**src/design/imu_fsl_pkg.sv**
```systemverilog
// shared types and constants for the imu frame-status line parser
// no dependencies; imported by every module of the block
package imu_fsl_pkg;

  // width of one result field on the ports
  localparam int DATA_W   = 32;
  localparam int N_FIELDS = 8;

  // ascii codes the parser reacts to
  localparam logic [7:0] CH_NUL   = 8'h00;
  localparam logic [7:0] CH_TAB   = 8'h09;
  localparam logic [7:0] CH_NL    = 8'h0A;
  localparam logic [7:0] CH_VT    = 8'h0B;
  localparam logic [7:0] CH_FF    = 8'h0C;
  localparam logic [7:0] CH_CR    = 8'h0D;
  localparam logic [7:0] CH_SPACE = 8'h20;
  localparam logic [7:0] CH_PLUS  = 8'h2B;
  localparam logic [7:0] CH_MINUS = 8'h2D;
  localparam logic [7:0] CH_0     = 8'h30;
  localparam logic [7:0] CH_9     = 8'h39;
  localparam logic [7:0] CH_COLON = 8'h3A;
  localparam logic [7:0] CH_E     = 8'h45;
  localparam logic [7:0] CH_I     = 8'h49;
  localparam logic [7:0] CH_S     = 8'h53;
  localparam logic [7:0] CH_W     = 8'h57;

  // record kinds on the result channel
  typedef enum logic [2:0] {
    KIND_IMU    = 3'd0,
    KIND_EOF    = 3'd1,
    KIND_SKIP   = 3'd2,
    KIND_WD_RST = 3'd3,
    KIND_WD_ERR = 3'd4
  } kind_t;

  // one byte handed from the input register to the parser
  typedef struct packed {
    logic       vld;
    logic [7:0] data;
  } byte_req_t;

  // a closed line handed from the parser to the output stage
  typedef struct packed {
    logic                               vld;
    logic [7:0]                         rtype;
    logic [N_FIELDS-1:0][DATA_W-1:0]    field;
  } line_t;

endpackage

```
**src/design/imu_fsl_in.sv**
```systemverilog
// input register stage of the imu frame-status line parser
// depends on imu_fsl_pkg; holds one byte and hands it on to the parser
module imu_fsl_in
  import imu_fsl_pkg::*;
(
  input  logic       clk,
  input  logic       rst_n,
  input  logic       in_valid,
  input  logic [7:0] in_rx_byte,
  output logic       in_stall,
  input  logic       out_block,
  output byte_req_t  req
);

  logic       vld_r;
  logic       vld_nxt;
  logic [7:0] byte_r;
  logic       go;
  logic       take;

  // a newline waits while the result register is full and stalled
  assign go       = vld_r && !((byte_r == CH_NL) && out_block);
  assign in_stall = vld_r && !go;
  assign take     = in_valid && !in_stall;

  always_comb begin
    vld_nxt = vld_r;
    if (take) begin
      vld_nxt = 1'b1;
    end else if (go) begin
      vld_nxt = 1'b0;
    end
  end

  // valid flag
  always_ff @(posedge clk) begin
    if (!rst_n) begin
      vld_r <= 1'b0;
    end else begin
      vld_r <= vld_nxt;
    end
  end

  // byte payload
  always_ff @(posedge clk) begin
    if (take) begin
      byte_r <= in_rx_byte;
    end
  end

  assign req.vld  = go;
  assign req.data = byte_r;

endmodule

```
**src/design/imu_fsl_parse.sv**
```systemverilog
// line parser of the imu frame-status line parser: sync, type, colon, eight numbers
// depends on imu_fsl_pkg; consumes bytes from imu_fsl_in, feeds imu_fsl_out
module imu_fsl_parse
  import imu_fsl_pkg::*;
#(
  parameter int FIELD_BITS = 32
)
(
  input  logic      clk,
  input  logic      rst_n,
  input  byte_req_t req,
  output line_t     line
);

  localparam int AW = FIELD_BITS + 1;
  localparam int PW = FIELD_BITS + 4;

  localparam logic [3:0] POS_TYPE  = 4'd0;
  localparam logic [3:0] POS_COLON = 4'd1;
  localparam logic [3:0] POS_FIRST = 4'd2;
  localparam logic [3:0] POS_LAST  = 4'd9;
  localparam logic [3:0] POS_DONE  = 4'd10;

  localparam logic [PW-1:0]         CAP_P  = PW'(1) << FIELD_BITS;
  localparam logic [FIELD_BITS-1:0] UMAX   = '1;
  localparam logic [AW-1:0]         HALF_A = AW'(1) << (FIELD_BITS - 1);
  localparam logic [AW-1:0]         HMAX_A = HALF_A - AW'(1);

  logic                            synced_r, synced_nxt;
  logic [3:0]                      pos_r, pos_nxt;
  logic                            failed_r, failed_nxt;
  logic [AW-1:0]                   acc_r, acc_nxt;
  logic                            neg_r, neg_nxt;
  logic                            dseen_r, dseen_nxt;
  logic                            sseen_r, sseen_nxt;
  logic [7:0]                      rtype_r, rtype_nxt;
  logic [N_FIELDS-1:0][DATA_W-1:0] fld_r, fld_nxt, fld_out;

  logic [7:0]            c;
  logic                  is_digit, is_space, is_sign, is_minus, is_nul;
  logic [PW-1:0]         acc_ext, prod, prod_sat;
  logic [2:0]            idx;
  logic [FIELD_BITS-1:0] u_sat, u_val;
  logic [AW-1:0]         s_sat;
  logic [DATA_W-1:0]     s32, s_val, cval;
  logic                  commit, clr, line_vld, in_num;

  // byte classes
  assign c        = req.data;
  assign is_digit = (c >= CH_0) && (c <= CH_9);
  assign is_space = (c == CH_SPACE) || (c == CH_TAB) || (c == CH_CR) ||
                    (c == CH_VT) || (c == CH_FF);
  assign is_minus = (c == CH_MINUS);
  assign is_sign  = (c == CH_PLUS) || is_minus;
  assign is_nul   = (c == CH_NUL);
  assign in_num   = (pos_r >= POS_FIRST) && (pos_r < POS_DONE);

  // times ten plus digit, capped at 2^FIELD_BITS
  assign acc_ext  = PW'(acc_r);
  assign prod     = (acc_ext << 3) + (acc_ext << 1) + PW'(c - CH_0);
  assign prod_sat = (prod > CAP_P) ? CAP_P : prod;

  // saturate and sign the pending number for its slot
  assign idx = 3'(pos_r - POS_FIRST);
  always_comb begin
    u_sat = acc_r[FIELD_BITS] ? UMAX : acc_r[FIELD_BITS-1:0];
    u_val = neg_r ? -u_sat : u_sat;
    if (neg_r) begin
      s_sat = (acc_r > HALF_A) ? HALF_A : acc_r;
    end else begin
      s_sat = (acc_r > HMAX_A) ? HMAX_A : acc_r;
    end
    s32   = DATA_W'(s_sat[FIELD_BITS-1:0]);
    s_val = neg_r ? -s32 : s32;
    cval  = (idx < 3'd2) ? DATA_W'(u_val) : s_val;
  end

  // per-byte parse step
  always_comb begin
    synced_nxt = synced_r;
    pos_nxt    = pos_r;
    failed_nxt = failed_r;
    acc_nxt    = acc_r;
    neg_nxt    = neg_r;
    dseen_nxt  = dseen_r;
    sseen_nxt  = sseen_r;
    rtype_nxt  = rtype_r;
    fld_nxt    = fld_r;
    fld_out    = fld_r;
    commit     = 1'b0;
    clr        = 1'b0;
    line_vld   = 1'b0;
    if (req.vld) begin
      if (!synced_r) begin
        if (c == CH_NL) begin
          synced_nxt = 1'b1;
          clr        = 1'b1;
        end
      end else if (c != CH_NL) begin
        if (!failed_r) begin
          if (pos_r == POS_TYPE) begin
            if (is_nul) begin
              failed_nxt = 1'b1;
            end else begin
              rtype_nxt = c;
              pos_nxt   = POS_COLON;
            end
          end else if (pos_r == POS_COLON) begin
            if (c == CH_COLON) begin
              pos_nxt = POS_FIRST;
            end else begin
              failed_nxt = 1'b1;
            end
          end else if (pos_r != POS_DONE) begin
            if (is_digit) begin
              acc_nxt   = prod_sat[AW-1:0];
              dseen_nxt = 1'b1;
            end else if (!dseen_r && !sseen_r && is_space) begin
              acc_nxt = acc_r;
            end else if (!dseen_r && !sseen_r && is_sign) begin
              sseen_nxt = 1'b1;
              neg_nxt   = is_minus;
            end else if (dseen_r) begin
              // digit run ends: store it, this byte may open the next number
              commit    = 1'b1;
              pos_nxt   = pos_r + 4'd1;
              acc_nxt   = '0;
              neg_nxt   = 1'b0;
              dseen_nxt = 1'b0;
              sseen_nxt = 1'b0;
              if (is_nul) begin
                failed_nxt = 1'b1;
              end else if (!is_space && (pos_r != POS_LAST)) begin
                if (is_sign) begin
                  sseen_nxt = 1'b1;
                  neg_nxt   = is_minus;
                end else begin
                  failed_nxt = 1'b1;
                end
              end
            end else begin
              failed_nxt = 1'b1;
            end
          end
        end
      end else begin
        // newline closes the line, flushing a pending digit run
        line_vld = 1'b1;
        if (!failed_r && dseen_r && in_num) begin
          fld_out[idx] = cval;
        end
        clr = 1'b1;
      end
    end
    if (commit) begin
      fld_nxt[idx] = cval;
    end
    if (clr) begin
      pos_nxt    = POS_TYPE;
      failed_nxt = 1'b0;
      acc_nxt    = '0;
      neg_nxt    = 1'b0;
      dseen_nxt  = 1'b0;
      sseen_nxt  = 1'b0;
      rtype_nxt  = '0;
      fld_nxt    = '0;
    end
  end

  // parse control state
  always_ff @(posedge clk) begin
    if (!rst_n) begin
      synced_r <= 1'b0;
      pos_r    <= POS_TYPE;
      failed_r <= 1'b0;
      acc_r    <= '0;
      neg_r    <= 1'b0;
      dseen_r  <= 1'b0;
      sseen_r  <= 1'b0;
      rtype_r  <= '0;
    end else begin
      synced_r <= synced_nxt;
      pos_r    <= pos_nxt;
      failed_r <= failed_nxt;
      acc_r    <= acc_nxt;
      neg_r    <= neg_nxt;
      dseen_r  <= dseen_nxt;
      sseen_r  <= sseen_nxt;
      rtype_r  <= rtype_nxt;
    end
  end

  // captured numbers, cleared by the sync newline before first use
  always_ff @(posedge clk) begin
    fld_r <= fld_nxt;
  end

  assign line.vld   = line_vld;
  assign line.rtype = rtype_r;
  assign line.field = fld_out;

`ifndef SYNTHESIS
  a_pos_range : assert property (@(posedge clk) disable iff (!rst_n)
    pos_r <= POS_DONE)
    else $error("parse position out of range");

  a_digit_pos : assert property (@(posedge clk) disable iff (!rst_n)
    dseen_r |-> (pos_r >= POS_FIRST) && (pos_r < POS_DONE))
    else $error("digit run outside the number slots");

  a_line_clear : assert property (@(posedge clk) disable iff (!rst_n)
    line_vld |=> (pos_r == POS_TYPE) && !failed_r && !dseen_r && (rtype_r == 8'h00))
    else $error("line state not cleared after newline");
`endif

endmodule

```
**src/design/imu_fsl_out.sv**
```systemverilog
// result stage of the imu frame-status line parser: record kind, watchdog, result register
// depends on imu_fsl_pkg; takes closed lines from imu_fsl_parse
module imu_fsl_out
  import imu_fsl_pkg::*;
(
  input  logic                     clk,
  input  logic                     rst_n,
  input  line_t                    line,
  output logic                     out_block,
  output logic                     out_valid,
  input  logic                     out_stall,
  output logic [2:0]               out_record_kind,
  output logic [DATA_W-1:0]        out_stamp_nsec,
  output logic [DATA_W-1:0]        out_stamp_sec,
  output logic signed [DATA_W-1:0] out_accel_x,
  output logic signed [DATA_W-1:0] out_accel_y,
  output logic signed [DATA_W-1:0] out_accel_z,
  output logic signed [DATA_W-1:0] out_gyro_x,
  output logic signed [DATA_W-1:0] out_gyro_y,
  output logic signed [DATA_W-1:0] out_gyro_z
);

  logic                            vld_r, vld_nxt;
  logic [1:0]                      wd_r, wd_nxt;
  kind_t                           kind_r, kind_nxt;
  logic [N_FIELDS-1:0][DATA_W-1:0] fld_r, fld_nxt;
  logic                            emit;

  // record kind and watchdog count from the line type
  always_comb begin
    emit     = 1'b0;
    kind_nxt = kind_r;
    wd_nxt   = wd_r;
    fld_nxt  = line.field;
    case (line.rtype)
      CH_I: begin
        emit     = 1'b1;
        kind_nxt = KIND_IMU;
      end
      CH_E: begin
        emit     = 1'b1;
        kind_nxt = KIND_EOF;
        wd_nxt   = 2'd0;
      end
      CH_S: begin
        emit     = 1'b1;
        kind_nxt = KIND_SKIP;
      end
      CH_W: begin
        emit     = 1'b1;
        wd_nxt   = (wd_r == 2'd3) ? 2'd3 : wd_r + 2'd1;
        kind_nxt = (wd_nxt > 2'd1) ? KIND_WD_ERR : KIND_WD_RST;
      end
      default: begin
        emit = 1'b0;
      end
    endcase
    emit = emit && line.vld;
    if (!emit) begin
      wd_nxt = wd_r;
    end
    // only imu records carry the motion fields
    if (kind_nxt != KIND_IMU) begin
      for (int k = 2; k < N_FIELDS; k++) begin
        fld_nxt[k] = '0;
      end
    end
  end

  // result valid
  always_comb begin
    vld_nxt = vld_r;
    if (emit) begin
      vld_nxt = 1'b1;
    end else if (!out_stall) begin
      vld_nxt = 1'b0;
    end
  end

  always_ff @(posedge clk) begin
    if (!rst_n) begin
      vld_r <= 1'b0;
      wd_r  <= 2'd0;
    end else begin
      vld_r <= vld_nxt;
      wd_r  <= wd_nxt;
    end
  end

  // result payload
  always_ff @(posedge clk) begin
    if (emit) begin
      kind_r <= kind_nxt;
      fld_r  <= fld_nxt;
    end
  end

  assign out_block       = vld_r && out_stall;
  assign out_valid       = vld_r;
  assign out_record_kind = kind_r;
  assign out_stamp_nsec  = fld_r[0];
  assign out_stamp_sec   = fld_r[1];
  assign out_accel_x     = fld_r[2];
  assign out_accel_y     = fld_r[3];
  assign out_accel_z     = fld_r[4];
  assign out_gyro_x      = fld_r[5];
  assign out_gyro_y      = fld_r[6];
  assign out_gyro_z      = fld_r[7];

`ifndef SYNTHESIS
  a_wd_restart : assert property (@(posedge clk) disable iff (!rst_n)
    (vld_r && (kind_r == KIND_WD_RST)) |-> (wd_r == 2'd1))
    else $error("watchdog restart shown with count other than one");

  a_wd_error : assert property (@(posedge clk) disable iff (!rst_n)
    (vld_r && (kind_r == KIND_WD_ERR)) |-> (wd_r >= 2'd2))
    else $error("watchdog error shown with count below two");

  a_no_motion : assert property (@(posedge clk) disable iff (!rst_n)
    (vld_r && (kind_r != KIND_IMU)) |-> ((fld_r[2] == '0) && (fld_r[7] == '0)))
    else $error("motion fields set on a non-imu record");
`endif

endmodule

```
**src/design/imu_frame_status_line_parser.sv**
```systemverilog
// Top level of the imu frame-status line parser.
// Depends on imu_fsl_pkg, imu_fsl_in, imu_fsl_parse and imu_fsl_out.
//
// Input channel: one serial byte per request on in_rx_byte, taken when in_valid
// is high and in_stall is low. Bytes are dropped up to and including the
// first newline; after that every newline closes a text line "T:n s a b c d e f".
// Result channel: one record per closed line of type I, E, S or W, shown on
// out_valid and taken when out_stall is low. Other line types give nothing.
// A newline taken into the input register passes through the parse logic into
// the result register, which shows its record on out_valid.
// Throughput: one byte per cycle unless a newline waits; the digit accumulate is
// a shift-add by ten and a compare with 2^FIELD_BITS between the two registers.
// When the receiver stalls with a record waiting, ordinary bytes keep flowing;
// only a newline is held in the input register (and in_stall rises) until the
// waiting record is taken.
// Reset (rst_n low at a clock edge) drops any held byte and record, clears the
// watchdog count and returns the parser to its wait-for-first-newline state.
// FIELD_BITS (16..32) sets the saturation width of the parsed numbers.
module imu_frame_status_line_parser
  import imu_fsl_pkg::*;
#(
  parameter int FIELD_BITS = 32
)
(
  input  logic                     clk,
  input  logic                     rst_n,
  input  logic                     in_valid,
  output logic                     in_stall,
  input  logic [7:0]               in_rx_byte,
  output logic                     out_valid,
  input  logic                     out_stall,
  output logic [2:0]               out_record_kind,
  output logic [DATA_W-1:0]        out_stamp_nsec,
  output logic [DATA_W-1:0]        out_stamp_sec,
  output logic signed [DATA_W-1:0] out_accel_x,
  output logic signed [DATA_W-1:0] out_accel_y,
  output logic signed [DATA_W-1:0] out_accel_z,
  output logic signed [DATA_W-1:0] out_gyro_x,
  output logic signed [DATA_W-1:0] out_gyro_y,
  output logic signed [DATA_W-1:0] out_gyro_z
);

  byte_req_t req;
  line_t     line;
  logic      out_block;

  // input register
  imu_fsl_in u_in (
    .clk        (clk),
    .rst_n      (rst_n),
    .in_valid   (in_valid),
    .in_rx_byte (in_rx_byte),
    .in_stall   (in_stall),
    .out_block  (out_block),
    .req        (req)
  );

  // line parser
  imu_fsl_parse #(
    .FIELD_BITS (FIELD_BITS)
  ) u_parse (
    .clk   (clk),
    .rst_n (rst_n),
    .req   (req),
    .line  (line)
  );

  // record kind, watchdog and result register
  imu_fsl_out u_out (
    .clk             (clk),
    .rst_n           (rst_n),
    .line            (line),
    .out_block       (out_block),
    .out_valid       (out_valid),
    .out_stall       (out_stall),
    .out_record_kind (out_record_kind),
    .out_stamp_nsec  (out_stamp_nsec),
    .out_stamp_sec   (out_stamp_sec),
    .out_accel_x     (out_accel_x),
    .out_accel_y     (out_accel_y),
    .out_accel_z     (out_accel_z),
    .out_gyro_x      (out_gyro_x),
    .out_gyro_y      (out_gyro_y),
    .out_gyro_z      (out_gyro_z)
  );

endmodule

```
**config.mk**
```make
export PLATFORM = sky130hd
export DESIGN_NAME = imu_frame_status_line_parser
export DESIGN_NICKNAME = d
export VERILOG_FILES = /design/src/design/imu_fsl_pkg.sv /design/src/design/imu_fsl_in.sv /design/src/design/imu_fsl_parse.sv /design/src/design/imu_fsl_out.sv /design/src/design/imu_frame_status_line_parser.sv
export SDC_FILE = /design/constraint.sdc
export NUM_CORES = 2
export LEC_CHECK = 0
export BUFFER_PORTS_ARGS = -buffer_cell sky130_fd_sc_hd__buf_2
export CAP_MARGIN = 20
export CORE_MARGIN = 5
export CORE_UTILIZATION = 35
export DETAILED_ROUTE_END_ITERATION = 12
export SETUP_SLACK_MARGIN = 0.4
export SLEW_MARGIN = 20
export SYNTH_ARGS = -nofsm -noshare
export SYNTH_HDL_FRONTEND = slang
export SYNTH_SLANG_ARGS = --single-unit
```
**constraint.sdc**
```tcl
create_clock -name clk -period 7.8 [get_ports clk]
set_input_delay 0.39 -clock clk [delete_from_list [all_inputs] [get_ports clk]]
set_output_delay 0.39 -clock clk [all_outputs]
set_load 0.02 [all_outputs]
```
==> results.json <==
{
  "outcome": "completed",
  "place_ws_ps": 2020,
  "worst-r2r-cell-count": 14,
  "busiest_layer": "met2",
  "crit_path_max_fanout": 15,
  "track_usage": 0.203,
  "fin_crit_sh": 0.752,
  "grt_pass1_wl_mm": 137,
  "cts_tree": "yes",
  "yosysTopAreaCellShare": 0.292,
  "ant_nets": 0,
  "nFillCells": 7741,
  "reg_top3": "u_parse.fld_r: 256 flops, u_parse.acc_r: 33 flops",
  "clock_latency_ps": 630,
  "num_rows": 102,
  "io_buffer_count": 272,
  "io_pins": 273,
  "seq_area_frac_synth": 0.518,
  "synth_flop_cell": "dfxtp_1",
  "end_kind": "register",
  "syn_area_per_cell_um2": 9.31,
  "avgViaCountPerCell": 5.48,
  "drtPass1Iterations": 5,
  "multi_input_area_um2": 12200,
  "global_route.usage.met3": 0.0297,
  "antenna_found_initial": 2,
  "cts_setup_buffers": 0,
  "drive_gt1_frac": 0.165,
  "cap_violations": 0,
  "fin_crit_ps": 5860,
  "cp-start-kind": "register",
  "routed_wl_mm": 89.4,
  "cts_resized": 0,
  "num_vias": 23000,
  "synth_warnings": 0,
  "globalRoute.totalOverflow": 0,
  "use_met2": 0.330,
  "critPathArrivalTime_ps": 6200,
  "grt_max_degree": 161,
  "synth_most_common_cell": "nand2_1",
  "dieArea_um2": 84200,
  "synth-edff-count": 267,
  "worstPathRequired_ps": 8140,
  "ys_types": 90,
  "setup_viol": 0,
  "fin_ws_ps": 1940,
  "seqCellArea_um2": 14200,
  "powerDensity_nw_per_um2": 196,
  "nNetsFinal": 3198,
  "met1_usage": 0.285,
  "synth_cells": 2951,
  "dieHeight_um": 290,
  "async_flop_share": 0,
  "rsz0062_at_grt": "false",
  "chipWidth_um": 290,
  "hold_buffers": 9,
  "drc_errors": 0,
  "clock_sinks": 577,
  "drt_iter0_drc": 2135,
  "coreArea_um2": 77600,
  "dp_hpwl_mm": 60.2,
  "hold_class": "primary input to register",
  "largest_reg_flops": 256,
  "clk_pin_slew_ps": 60,
  "gp_congestion": 0.905,
  "p_total_w": 0.00622,
  "wl_per_cell_um": 21.3,
  "p_leak_nw": 12.5,
  "worstMarginPinSlew_ps": 1240,
  "final.setup_skew_ps": 20.2,
  "synth_top_area_cell": "edfxtp_1",
  "regMostFlops": "u_parse.fld_r",
  "timing.fmax_mhz": 171,
  "slew_viol_final": 0,
  "syn_to_final_growth_pct": 15.5,
  "hold_viol_final": 0,
  "peakVddDrop_uv": 184,
  "crit_type": "register to register",
  "hold_depth": 2,
  "cts_root_buf": "clkbuf_16",
  "syn_area_um2": 27500,
  "htreeDepth": 2,
  "slew_headroom": 0.170,
  "fin_setup_tns_ps": 0,
  "cts_buffers": 58,
  "synthesis.nets": 3039,
  "synthTopCellsByArea": "edfxtp_1 (29%), dfxtp_1 (23%), a211oi_1 (5.7%)",
  "clockBufferDepth": 3,
  "initial_utilization": 0.354,
  "synth_commonest_cells": "nand2_1 (357), nor2_1 (335), dfxtp_1 (310), o21ai_0 (294), edfxtp_1 (267)",
  "ys_ff_latch": 577,
  "grt_pass1_vias": 21600
}
-- per-layer routing --
layer | vias to the layer above | share of wire
met5 | - | 0
met4 | 0 | 0.029
met3 | 143 | 0.063
met2 | 818 | 0.46
met1 | 11100 | 0.44
li1 | 11000 | -
-- kinds of logic after synthesis --
kind of cell / count (synthesis) / share of synthesized area
flops: 577 / 0.518
simple gates: 1038 / 0.167
fa+ha+maj: 76 / 0.0434
xor+xnor: 52 / 0.0166
mux: 32 / 0.0127
compound gates: 888 / 0.200
buf+inv: 288 / 0.0424
-- stage by stage --
| step | util | instances | hold WS, ps | area (µm²) |
|---|---|---|---|---|
| 4_1_cts | 0.408 | 4198 | 60.3 | 31700 |
| 2_1_floorplan | - | 2951 | 432 | 27500 |
| 5_1_grt | 0.409 | 4200 | 70.7 | 31700 |
| 6_report | 0.409 | 4202 | 80.0 | 31700 |
| 3_5_place_dp | 0.384 | 4079 | 447 | 29800 |
| 3_3_place_gp | 0.383 | 4078 | 440 | 29700 |
-- cell type report --
class / instances / share of cell area
antenna: 2 / 0.000158
clock buffer: 76 / 0.0495
clock inverter: 34 / 0.00832
inverter: 39 / 0.00473
multi-input combinational: 2086 / 0.385
sequential: 577 / 0.448
tap: 1040 / 0.0410
timing repair buffer: 348 / 0.0625
-- critical path: stages (launching register included) --
cell      delay, ps
dfxtp_1         560
or4_4           710
or3_1           510
or4_1           720
a21boi_0        300
o22ai_1         170
ha_1            440
nand2b_1        200
nor3_1           90
and3_1          180
a21o_1          180
a21oi_4         380
nand3_1         130
a21oi_1         760
o21ai_0         230
-- final timing paths --
check	from	endpoint	slack, ps
hold reg to reg	u_parse.fld_r[129]	u_parse.fld_r[129]	460
hold / removal	rst_n	u_out.wd_r[1]	80
setup reg to reg	u_parse.acc_r[10]	u_out.out_accel_z[22]	1940
setup / recovery	u_parse.acc_r[10]	u_out.out_accel_z[22]	1940
-- placed cells by master, fill, tap and decap left out, types with 11 or more instances in the layout --
cell       netlist  layout
a21oi_1        209     207
nor2_1         335     327
o21a_1          11      11
a21o_1          13      13
clkbuf_16        0      59
a211oi_1       207     206
or3_1           14      13
nor3_1          50      41
mux2_2          15      15
clkbuf_1       211      14
nand2b_1        18      17
nor4_1          17      16
dfxtp_1        310     308
ha_1            44      44
xor2_1          22      22
buf_2           17     272
edfxtp_1       267     267
or2_2           11      11
buf_4            4      63
nand4_1         17      17
inv_1           38      37
fa_1            32      32
xnor2_1         30      30
nand3_1        164     162
mux2i_1         15      15
o21ai_0        294     293
o21ai_1         15      16
a31oi_1         18      16
nand2_1        357     356
clkinv_2         0      11
o31ai_1         13      13
-- power by group --
part           total, W  internal [W]  switching, W
sequential      0.00328       0.00323     0.0000458
combinational  0.000227      0.000104      0.000122
clock           0.00271       0.00149       0.00122
total           0.00622       0.00483       0.00139
(Power assumes the default switching activity.)
